### src/sv/pel_pkg.sv
// Shared types, codes and constants of the PIN entry lock controller.
// Used by pel_cfg, pel_core, pin_entry_lock_controller and the testbench; depends on nothing.
package pel_pkg;

	localparam int ADDR_W = 5;
	localparam int DATA_W = 32;

	// register indexes (byte address / 4)
	localparam logic [2:0] REG_PIN_CODE     = 3'd0;
	localparam logic [2:0] REG_MAX_ATTEMPTS = 3'd1;
	localparam logic [2:0] REG_KEY_GAP      = 3'd2;
	localparam logic [2:0] REG_OPEN         = 3'd3;
	localparam logic [2:0] REG_ERROR        = 3'd4;
	localparam logic [2:0] REG_LOCKOUT      = 3'd5;

	localparam logic [15:0] PIN_CODE_RST     = 16'h1234;
	localparam logic [1:0]  MAX_ATTEMPTS_RST = 2'd3;
	localparam logic [15:0] KEY_GAP_RST      = 16'd200;
	localparam logic [15:0] OPEN_RST         = 16'd2000;
	localparam logic [15:0] ERROR_RST        = 16'd2000;
	localparam logic [15:0] LOCKOUT_RST      = 16'd62000;

	localparam logic [1:0] MODE_ENTRY  = 2'd0;
	localparam logic [1:0] MODE_OPEN   = 2'd1;
	localparam logic [1:0] MODE_WRONG  = 2'd2;
	localparam logic [1:0] MODE_LOCKED = 2'd3;

	localparam logic [2:0] EV_NONE    = 3'd0;
	localparam logic [2:0] EV_KEY     = 3'd1;
	localparam logic [2:0] EV_MATCH   = 3'd2;
	localparam logic [2:0] EV_MISS    = 3'd3;
	localparam logic [2:0] EV_LOCKOUT = 3'd4;
	localparam logic [2:0] EV_READY   = 3'd5;

	localparam logic REQ_KEY  = 1'b0;
	localparam logic REQ_TICK = 1'b1;

	localparam logic [6:0] SEG_BLANK = 7'h00;

	typedef struct packed {
		logic [15:0] pin_code;
		logic [1:0]  max_attempts;
		logic [15:0] key_gap_ticks;
		logic [15:0] open_ticks;
		logic [15:0] error_ticks;
		logic [15:0] lockout_ticks;
	} cfg_t;

	typedef struct packed {
		logic       req_type;
		logic [1:0] key_row;
		logic [1:0] key_col;
	} item_t;

	typedef struct packed {
		logic [1:0] mode;
		logic [2:0] digits_entered;
		logic [1:0] tries_left;
		logic [6:0] segment_pattern;
		logic       door_buzzer;
		logic [2:0] event_code;
	} result_t;

	// seven-segment pattern for the digits 0 to 3
	function automatic logic [6:0] seg_digit(input logic [1:0] d);
		logic [6:0] s;
		case (d)
			2'd0:    s = 7'h3F;
			2'd1:    s = 7'h06;
			2'd2:    s = 7'h5B;
			default: s = 7'h4F;
		endcase
		return s;
	endfunction

endpackage

### src/sv/pel_cfg.sv
// APB-style register file of the PIN entry lock controller.
// Depends on pel_pkg for the register indexes, reset values and cfg_t.
module pel_cfg (
	input  logic                       clk,
	input  logic                       arst_n,
	input  logic                       psel,
	input  logic                       penable,
	input  logic                       pwrite,
	input  logic [pel_pkg::ADDR_W-1:0] paddr,
	input  logic [pel_pkg::DATA_W-1:0] pwdata,
	output logic [pel_pkg::DATA_W-1:0] prdata,
	output pel_pkg::cfg_t              cfg
);
	import pel_pkg::*;

	cfg_t       cfg_q;
	logic       wr_en;
	logic [2:0] idx;

	assign wr_en = psel & penable & pwrite;
	assign idx   = paddr[4:2];
	assign cfg   = cfg_q;

	always_ff @(posedge clk or negedge arst_n) begin
		if (!arst_n) begin
			cfg_q.pin_code      <= PIN_CODE_RST;
			cfg_q.max_attempts  <= MAX_ATTEMPTS_RST;
			cfg_q.key_gap_ticks <= KEY_GAP_RST;
			cfg_q.open_ticks    <= OPEN_RST;
			cfg_q.error_ticks   <= ERROR_RST;
			cfg_q.lockout_ticks <= LOCKOUT_RST;
		end else if (wr_en) begin
			unique case (idx)
				REG_PIN_CODE:     cfg_q.pin_code      <= pwdata[15:0];
				REG_MAX_ATTEMPTS: cfg_q.max_attempts  <= pwdata[1:0];
				REG_KEY_GAP:      cfg_q.key_gap_ticks <= pwdata[15:0];
				REG_OPEN:         cfg_q.open_ticks    <= pwdata[15:0];
				REG_ERROR:        cfg_q.error_ticks   <= pwdata[15:0];
				REG_LOCKOUT:      cfg_q.lockout_ticks <= pwdata[15:0];
				default: ;
			endcase
		end
	end

	always_comb begin
		unique case (idx)
			REG_PIN_CODE:     prdata = {16'd0, cfg_q.pin_code};
			REG_MAX_ATTEMPTS: prdata = {30'd0, cfg_q.max_attempts};
			REG_KEY_GAP:      prdata = {16'd0, cfg_q.key_gap_ticks};
			REG_OPEN:         prdata = {16'd0, cfg_q.open_ticks};
			REG_ERROR:        prdata = {16'd0, cfg_q.error_ticks};
			REG_LOCKOUT:      prdata = {16'd0, cfg_q.lockout_ticks};
			default:          prdata = '0;
		endcase
	end

endmodule

### src/sv/pel_core.sv
// Lock state and next-state logic: mode, collected digits, attempts, hold timer
// and display. Depends on pel_pkg; the state advances once per step.
module pel_core #(
	parameter int CODE_DIGITS = 4
) (
	input  logic             clk,
	input  logic             arst_n,
	input  logic             step,
	input  pel_pkg::item_t   item,
	input  pel_pkg::cfg_t    cfg,
	output pel_pkg::result_t res
);
	import pel_pkg::*;

	localparam int IDX_W = (CODE_DIGITS > 1) ? $clog2(CODE_DIGITS) : 1;

	logic [1:0]  mode_q, mode_d;
	logic [2:0]  cnt_q, cnt_d;
	logic [1:0]  tries_q, tries_d;
	logic [15:0] timer_q, timer_d;
	logic [6:0]  seg_q, seg_d;
	logic [2:0]  ev;
	logic [3:0]  digits_q [CODE_DIGITS];
	logic [3:0]  key;
	logic        take_key;
	logic        last_key;
	logic        match;
	logic [3:0]  dig;
	logic [1:0]  tries_dec;

	assign key       = {item.key_row, item.key_col};
	assign take_key  = (item.req_type == REQ_KEY) && (mode_q == MODE_ENTRY) &&
	                   (timer_q == 16'd0) && (cnt_q < 3'(CODE_DIGITS));
	assign last_key  = (cnt_q == 3'(CODE_DIGITS - 1));
	assign tries_dec = tries_q - 2'd1;

	// the digit being keyed now stands in for its not yet written entry
	always_comb begin
		match = 1'b1;
		for (int i = 0; i < CODE_DIGITS; i++) begin
			dig = (cnt_q == 3'(i)) ? key : digits_q[i];
			if (dig != cfg.pin_code[15-4*i -: 4])
				match = 1'b0;
		end
	end

	always_comb begin
		mode_d  = mode_q;
		cnt_d   = cnt_q;
		tries_d = tries_q;
		timer_d = timer_q;
		seg_d   = seg_q;
		ev      = EV_NONE;
		if (item.req_type == REQ_TICK) begin
			if (mode_q == MODE_ENTRY) begin
				if (timer_q != 16'd0)
					timer_d = timer_q - 16'd1;
			end else if (timer_q <= 16'd1) begin
				timer_d = 16'd0;
				if (mode_q == MODE_LOCKED)
					tries_d = cfg.max_attempts;
				mode_d = MODE_ENTRY;
				ev     = EV_READY;
			end else begin
				timer_d = timer_q - 16'd1;
			end
		end else if (take_key) begin
			if (!last_key) begin
				cnt_d   = cnt_q + 3'd1;
				timer_d = cfg.key_gap_ticks;
				ev      = EV_KEY;
			end else begin
				cnt_d = 3'd0;
				if (match) begin
					mode_d  = MODE_OPEN;
					timer_d = cfg.open_ticks;
					tries_d = cfg.max_attempts;
					ev      = EV_MATCH;
				end else if (tries_q <= 2'd1) begin
					tries_d = 2'd0;
					seg_d   = seg_digit(2'd0);
					mode_d  = MODE_LOCKED;
					timer_d = cfg.lockout_ticks;
					ev      = EV_LOCKOUT;
				end else begin
					tries_d = tries_dec;
					seg_d   = seg_digit(tries_dec);
					mode_d  = MODE_WRONG;
					timer_d = cfg.error_ticks;
					ev      = EV_MISS;
				end
			end
		end
	end

	always_ff @(posedge clk or negedge arst_n) begin
		if (!arst_n) begin
			mode_q  <= MODE_ENTRY;
			cnt_q   <= 3'd0;
			tries_q <= MAX_ATTEMPTS_RST;
			timer_q <= 16'd0;
			seg_q   <= SEG_BLANK;
		end else if (step) begin
			mode_q  <= mode_d;
			cnt_q   <= cnt_d;
			tries_q <= tries_d;
			timer_q <= timer_d;
			seg_q   <= seg_d;
		end
	end

	always_ff @(posedge clk) begin
		if (step && take_key && !last_key)
			digits_q[cnt_q[IDX_W-1:0]] <= key;
	end

	assign res.mode            = mode_d;
	assign res.digits_entered  = cnt_d;
	assign res.tries_left      = tries_d;
	assign res.segment_pattern = seg_d;
	assign res.door_buzzer     = (mode_d == MODE_OPEN);
	assign res.event_code      = ev;

endmodule

### src/sv/pin_entry_lock_controller.sv
// PIN entry lock controller: keypad presses and millisecond ticks in, one status item out.
// Path: input transfer into the input register, then the result register.
// Throughput: one item per cycle unless the output stalls; pel_core's next-state logic is
// combinational. A result waiting on the output side holds the core; one more input
// transfer fits in the input register, then s_tready drops until the result is taken.
// Asynchronous reset clears the handshake, sets entry mode, the reset attempts and
// the reset register values; the collected digits are not reset.
module pin_entry_lock_controller #(
	parameter int CODE_DIGITS = 4
) (
	input  logic                       clk,
	input  logic                       arst_n,
	input  logic                       s_tvalid,
	output logic                       s_tready,
	input  logic [7:0]                 s_tdata,  // key_row[1:0], key_col[3:2], zero [7:4]
	input  logic                       s_tuser,  // req_type
	output logic                       m_tvalid,
	input  logic                       m_tready,
	// mode[1:0], digits_entered[4:2], tries_left[6:5], segment_pattern[13:7],
	// door_buzzer[14], zero [15]
	output logic [15:0]                m_tdata,
	output logic [2:0]                 m_tuser,  // event_code
	input  logic                       psel,
	input  logic                       penable,
	input  logic                       pwrite,
	input  logic [pel_pkg::ADDR_W-1:0] paddr,
	input  logic [pel_pkg::DATA_W-1:0] pwdata,
	output logic [pel_pkg::DATA_W-1:0] prdata,
	output logic                       pready
);
	import pel_pkg::*;

	cfg_t    cfg;
	item_t   item_s1;
	logic    valid_s1;
	result_t res;
	result_t res_q;
	logic    out_valid_q;
	logic    advance;

	assign pready   = 1'b1;
	assign advance  = valid_s1 && (!out_valid_q || m_tready);
	assign s_tready = !valid_s1 || advance;

	pel_cfg u_cfg (
		.clk     (clk),
		.arst_n  (arst_n),
		.psel    (psel),
		.penable (penable),
		.pwrite  (pwrite),
		.paddr   (paddr),
		.pwdata  (pwdata),
		.prdata  (prdata),
		.cfg     (cfg)
	);

	pel_core #(
		.CODE_DIGITS (CODE_DIGITS)
	) u_core (
		.clk    (clk),
		.arst_n (arst_n),
		.step   (advance),
		.item   (item_s1),
		.cfg    (cfg),
		.res    (res)
	);

	always_ff @(posedge clk or negedge arst_n) begin
		if (!arst_n) begin
			valid_s1    <= 1'b0;
			out_valid_q <= 1'b0;
		end else begin
			if (s_tready)
				valid_s1 <= s_tvalid;
			if (advance)
				out_valid_q <= 1'b1;
			else if (m_tready)
				out_valid_q <= 1'b0;
		end
	end

	// payload: load on transfer, hold otherwise
	always_ff @(posedge clk) begin
		if (s_tvalid && s_tready) begin
			item_s1.req_type <= s_tuser;
			item_s1.key_row  <= s_tdata[1:0];
			item_s1.key_col  <= s_tdata[3:2];
		end
		if (advance)
			res_q <= res;
	end

	assign m_tvalid = out_valid_q;
	assign m_tdata  = {1'b0, res_q.door_buzzer, res_q.segment_pattern, res_q.tries_left,
	                   res_q.digits_entered, res_q.mode};
	assign m_tuser  = res_q.event_code;

endmodule

### config.mk
export PLATFORM = sky130hd
export DESIGN_NAME = pin_entry_lock_controller
export DESIGN_NICKNAME = d
export VERILOG_FILES = /design/src/sv/pel_pkg.sv /design/src/sv/pel_cfg.sv /design/src/sv/pel_core.sv /design/src/sv/pin_entry_lock_controller.sv
export SDC_FILE = /design/constraint.sdc
export NUM_CORES = 1
export LEC_CHECK = 0
export ABC_AREA = 1
export BUFFER_PORTS_ARGS = -buffer_cell sky130_fd_sc_hd__buf_2
export CAP_MARGIN = 20
export CORE_MARGIN = 4
export CORE_UTILIZATION = 30
export CTS_CLUSTER_SIZE = 20
export DETAILED_ROUTE_END_ITERATION = 12
export GPL_ROUTABILITY_DRIVEN = 0
export HOLD_SLACK_MARGIN = 0.08
export SLEW_MARGIN = 20
export SYNTH_ARGS = -nofsm -noshare
export SYNTH_HDL_FRONTEND = slang
export SYNTH_SLANG_ARGS = --single-unit
### constraint.sdc
create_clock -name clk -period 2.7 [get_ports clk]
set_input_delay 0.405 -clock clk [delete_from_list [all_inputs] [get_ports clk]]
set_output_delay 0.405 -clock clk [all_outputs]
set_load 0.05 [all_outputs]
==> qor.csv <==
metric,value,unit
yosysWarnings,0,
rsz0062_at_grt,no,
synth.largest_area_cell,dfrtp_1,
slew_headroom,0.529,
power,8.03,mW
criticalPathCategory,reg2reg,
cts_max_path_buffers,2,
die_h,173,um
switching_power,3.07,mW
cellLeakagePower,4.48,nW
port_buffers,66,
start_kind,flop,
hp-start,s_tdata[0],
overflow,0,
ant_nets,0,
grt_max_degree,47,
hold_depth,1,
synth-async-reset-ratio,0.745,
setup_viol,0,
htreeDepth,4,
power_frac_seq,0.414,
drive_above_1_share,0.169,
status,finished clean,
intPower,4.96,mW
vias,6960,
drt_first_pass_iters,5,
clockRootBuffer,clkbuf_16,
required,3040,ps
ys_seq_area_frac,0.496,
reg2reg_from,u_core.cnt_q[0],
powerDensity,839,nW/um2
path_max_fanout,11,
ir_worst_vdd,0.000406,V
io_pins,107,
synthTopCellsByCount,"nand2_1, o21ai_0, inv_1",
holdCritPathClass,in2reg,
cts_tree,yes,
initial_core_util,0.305,
placed_cells,1434,
grt_pass1_vias,6824,
switching_share,0.382,
dp_hpwl,16400,um
area_growth,16.9,%
arrival,2820,ps
layout.cells.non_filler,1469,
drcViolationCount,0,
final-seq-area,4060,um2
synth_area_leaders,"dfrtp_1, edfxtp_1, nand2_1",
worst_pin_slew,706,ps
drtIter0Drc,487,
numClockSinks,153,
syn_inst,1034,
grt_pass1_wl,36300,um
fp.dieW,173,um
yosysUniqueCellTypes,44,
fin_worst_skew,10.1,ps
nNetsFinal,1174,
reg2reg_to,u_core.timer_q[5],
avgSynthCellArea,7.92,um2
p_comb_frac,0.326,
antenna_found_initial,4,
cts_buffers,17,
routed_wl,22700,um
multi_input_area,3460,um2
synth_top_cell_area_share,0.253,
insertion_delay,430,ps
wl_per_cell,15.4,um
fillers,2834,
clkSlewWorstSetupHoldPaths,60,ps
drv_cap,0,
drt-vias-per-instance,4.74,
post-route-period-util,0.919,
fmax,403,MHz
r2r_slack,220,ps
period_minus_slack,2480,ps
maxSlewViolCount,0,
synth_area,8190,um2
crit_path_end_kind,flop,
clockPowerShare,0.260,
synth_edf_count,39,
holdWs,155,ps
die_area,30000,um2
yosysMostFrequentCell,nand2_1,
rows,60,
finalHoldViolCount,0,
r2r_cells,16,
grt_usage,0.152,
fin_setup_tns,0,ps
coreArea,26900,um2
ys_ff_latch,153,
min_to,item_s1[2],
synth_ff_type,dfrtp_1,
layout by cell type, fill, tap and decap left out, types with 4 or more instances in the layout:
master	n
o22ai_1	17
nand2_1	308
o21ai_1	4
a221oi_1	15
nand3_1	71
clkinv_2	6
ha_1	5
buf_2	65
clkbuf_16	17
nor3_1	4
a21oi_2	8
o21ai_0	125
buf_4	32
nor2_1	54
dfrtp_1	83
a21oi_1	32
clkbuf_1	5
xor2_1	7
conb_1	22
buf_12	4
nor2_2	4
inv_1	118
dfstp_2	31
edfxtp_1	39
xnor2_1	5
what timing repair did:
item	in CTS	in global routing
setup buffers	0	1
endpoints found under the setup margin	0	31
hold buffers	1	0
gates resized for setup	0	8
endpoints found under the hold margin	29	0
power groups by stage:
stage               logic, mW  registers [mW]  clock network (mW)
floorplan                1.78            3.39                   0
global placement         2.56            3.35                   0
detailed placement       2.60            3.36                   0
CTS                      2.61            3.32                2.13
global route             2.95            3.39                2.24
finish                   2.62            3.32                2.09
worst max-delay path, stage by stage, from the launching register on:
cell and delay (ps):
dfrtp_1 400, ha_1 310, nand2_1 200, nand2_1 160
nand2_1 70, nand2_1 60, nand2_1 50, nor2_1 90
nand2_1 90, nor2_4 190, buf_4 240, nand3_1 90
nand2_1 70, nand2_1 40, nand2_1 140, nand2_1 70
a21oi_1 130
stage by stage:
stage	worst slack, ps	cell area [um2]	utilization
final	219	9580	0.356
after floorplan	191	8270	-
after global placement	102	9020	0.336
after CTS	81.8	9530	0.355
after detailed placement	112	9020	0.336
after global routing	1.49	9580	0.356
worst max path at each step:
stage	start	endpoint	slack, ps	cells after the start
2_1_floorplan	paddr[4]	prdata[10]	190	5
3_3_place_gp	u_core.cnt_q[0]	m_tdata[5]	100	14
3_5_place_dp	u_core.cnt_q[0]	m_tdata[5]	110	14
4_1_cts	u_core.cnt_q[0]	m_tdata[5]	80	14
5_1_grt	u_core.cnt_q[2]	u_core.timer_q[7]	1	16
6_report	u_core.cnt_q[0]	u_core.timer_q[5]	220	16
cells by family (layout without fill, tap and decap cells):
kind of cell             count (synthesis)  count (layout)  synth area share
buffers and inverters                  185             258            0.0974
AO/OA/AOI/OAI                          214             214             0.148
adder cells (fa/ha/maj)                  7               7            0.0107
other                                    2              23          0.000917
flip-flops                             153             153             0.496
XOR/XNOR                                12              12            0.0128
AND/OR/NAND/NOR                        461             461             0.234
layout make-up:
class | instances | area share
clock inverters | 10 | 0.00575
diodes | 1 | 0.000261
multi-input cells | 716 | 0.361
repair buffers | 103 | 0.0696
clock buffers | 22 | 0.0464
flip-flops and latches | 153 | 0.424
well taps | 341 | 0.0446
inverters | 123 | 0.0483
flip-flops by register name (all words and copies together), names as in the netlist:
name             cells
u_core.digits_q     16
m_tvalid             1
u_core.mode_q        2
valid_s1             1
m_tdata             15
m_tuser              3
u_core.cnt_q         3
u_core.seg_q         7
u_core.tries_q       2
u_core.timer_q      16
item_s1              5
u_cfg.cfg           82
per-layer routing:
metal	track usage	routed length [um]	part of all wire	up-vias
li1	-	-	-	3488
met1	0.199	10300	0.45	3250
met2	0.250	10700	0.47	179
met3	0.0406	1240	0.055	39
met4	0.0442	507	0.022	4
met5	0	21	0.00093	-
(Power assumes the default switching activity.)
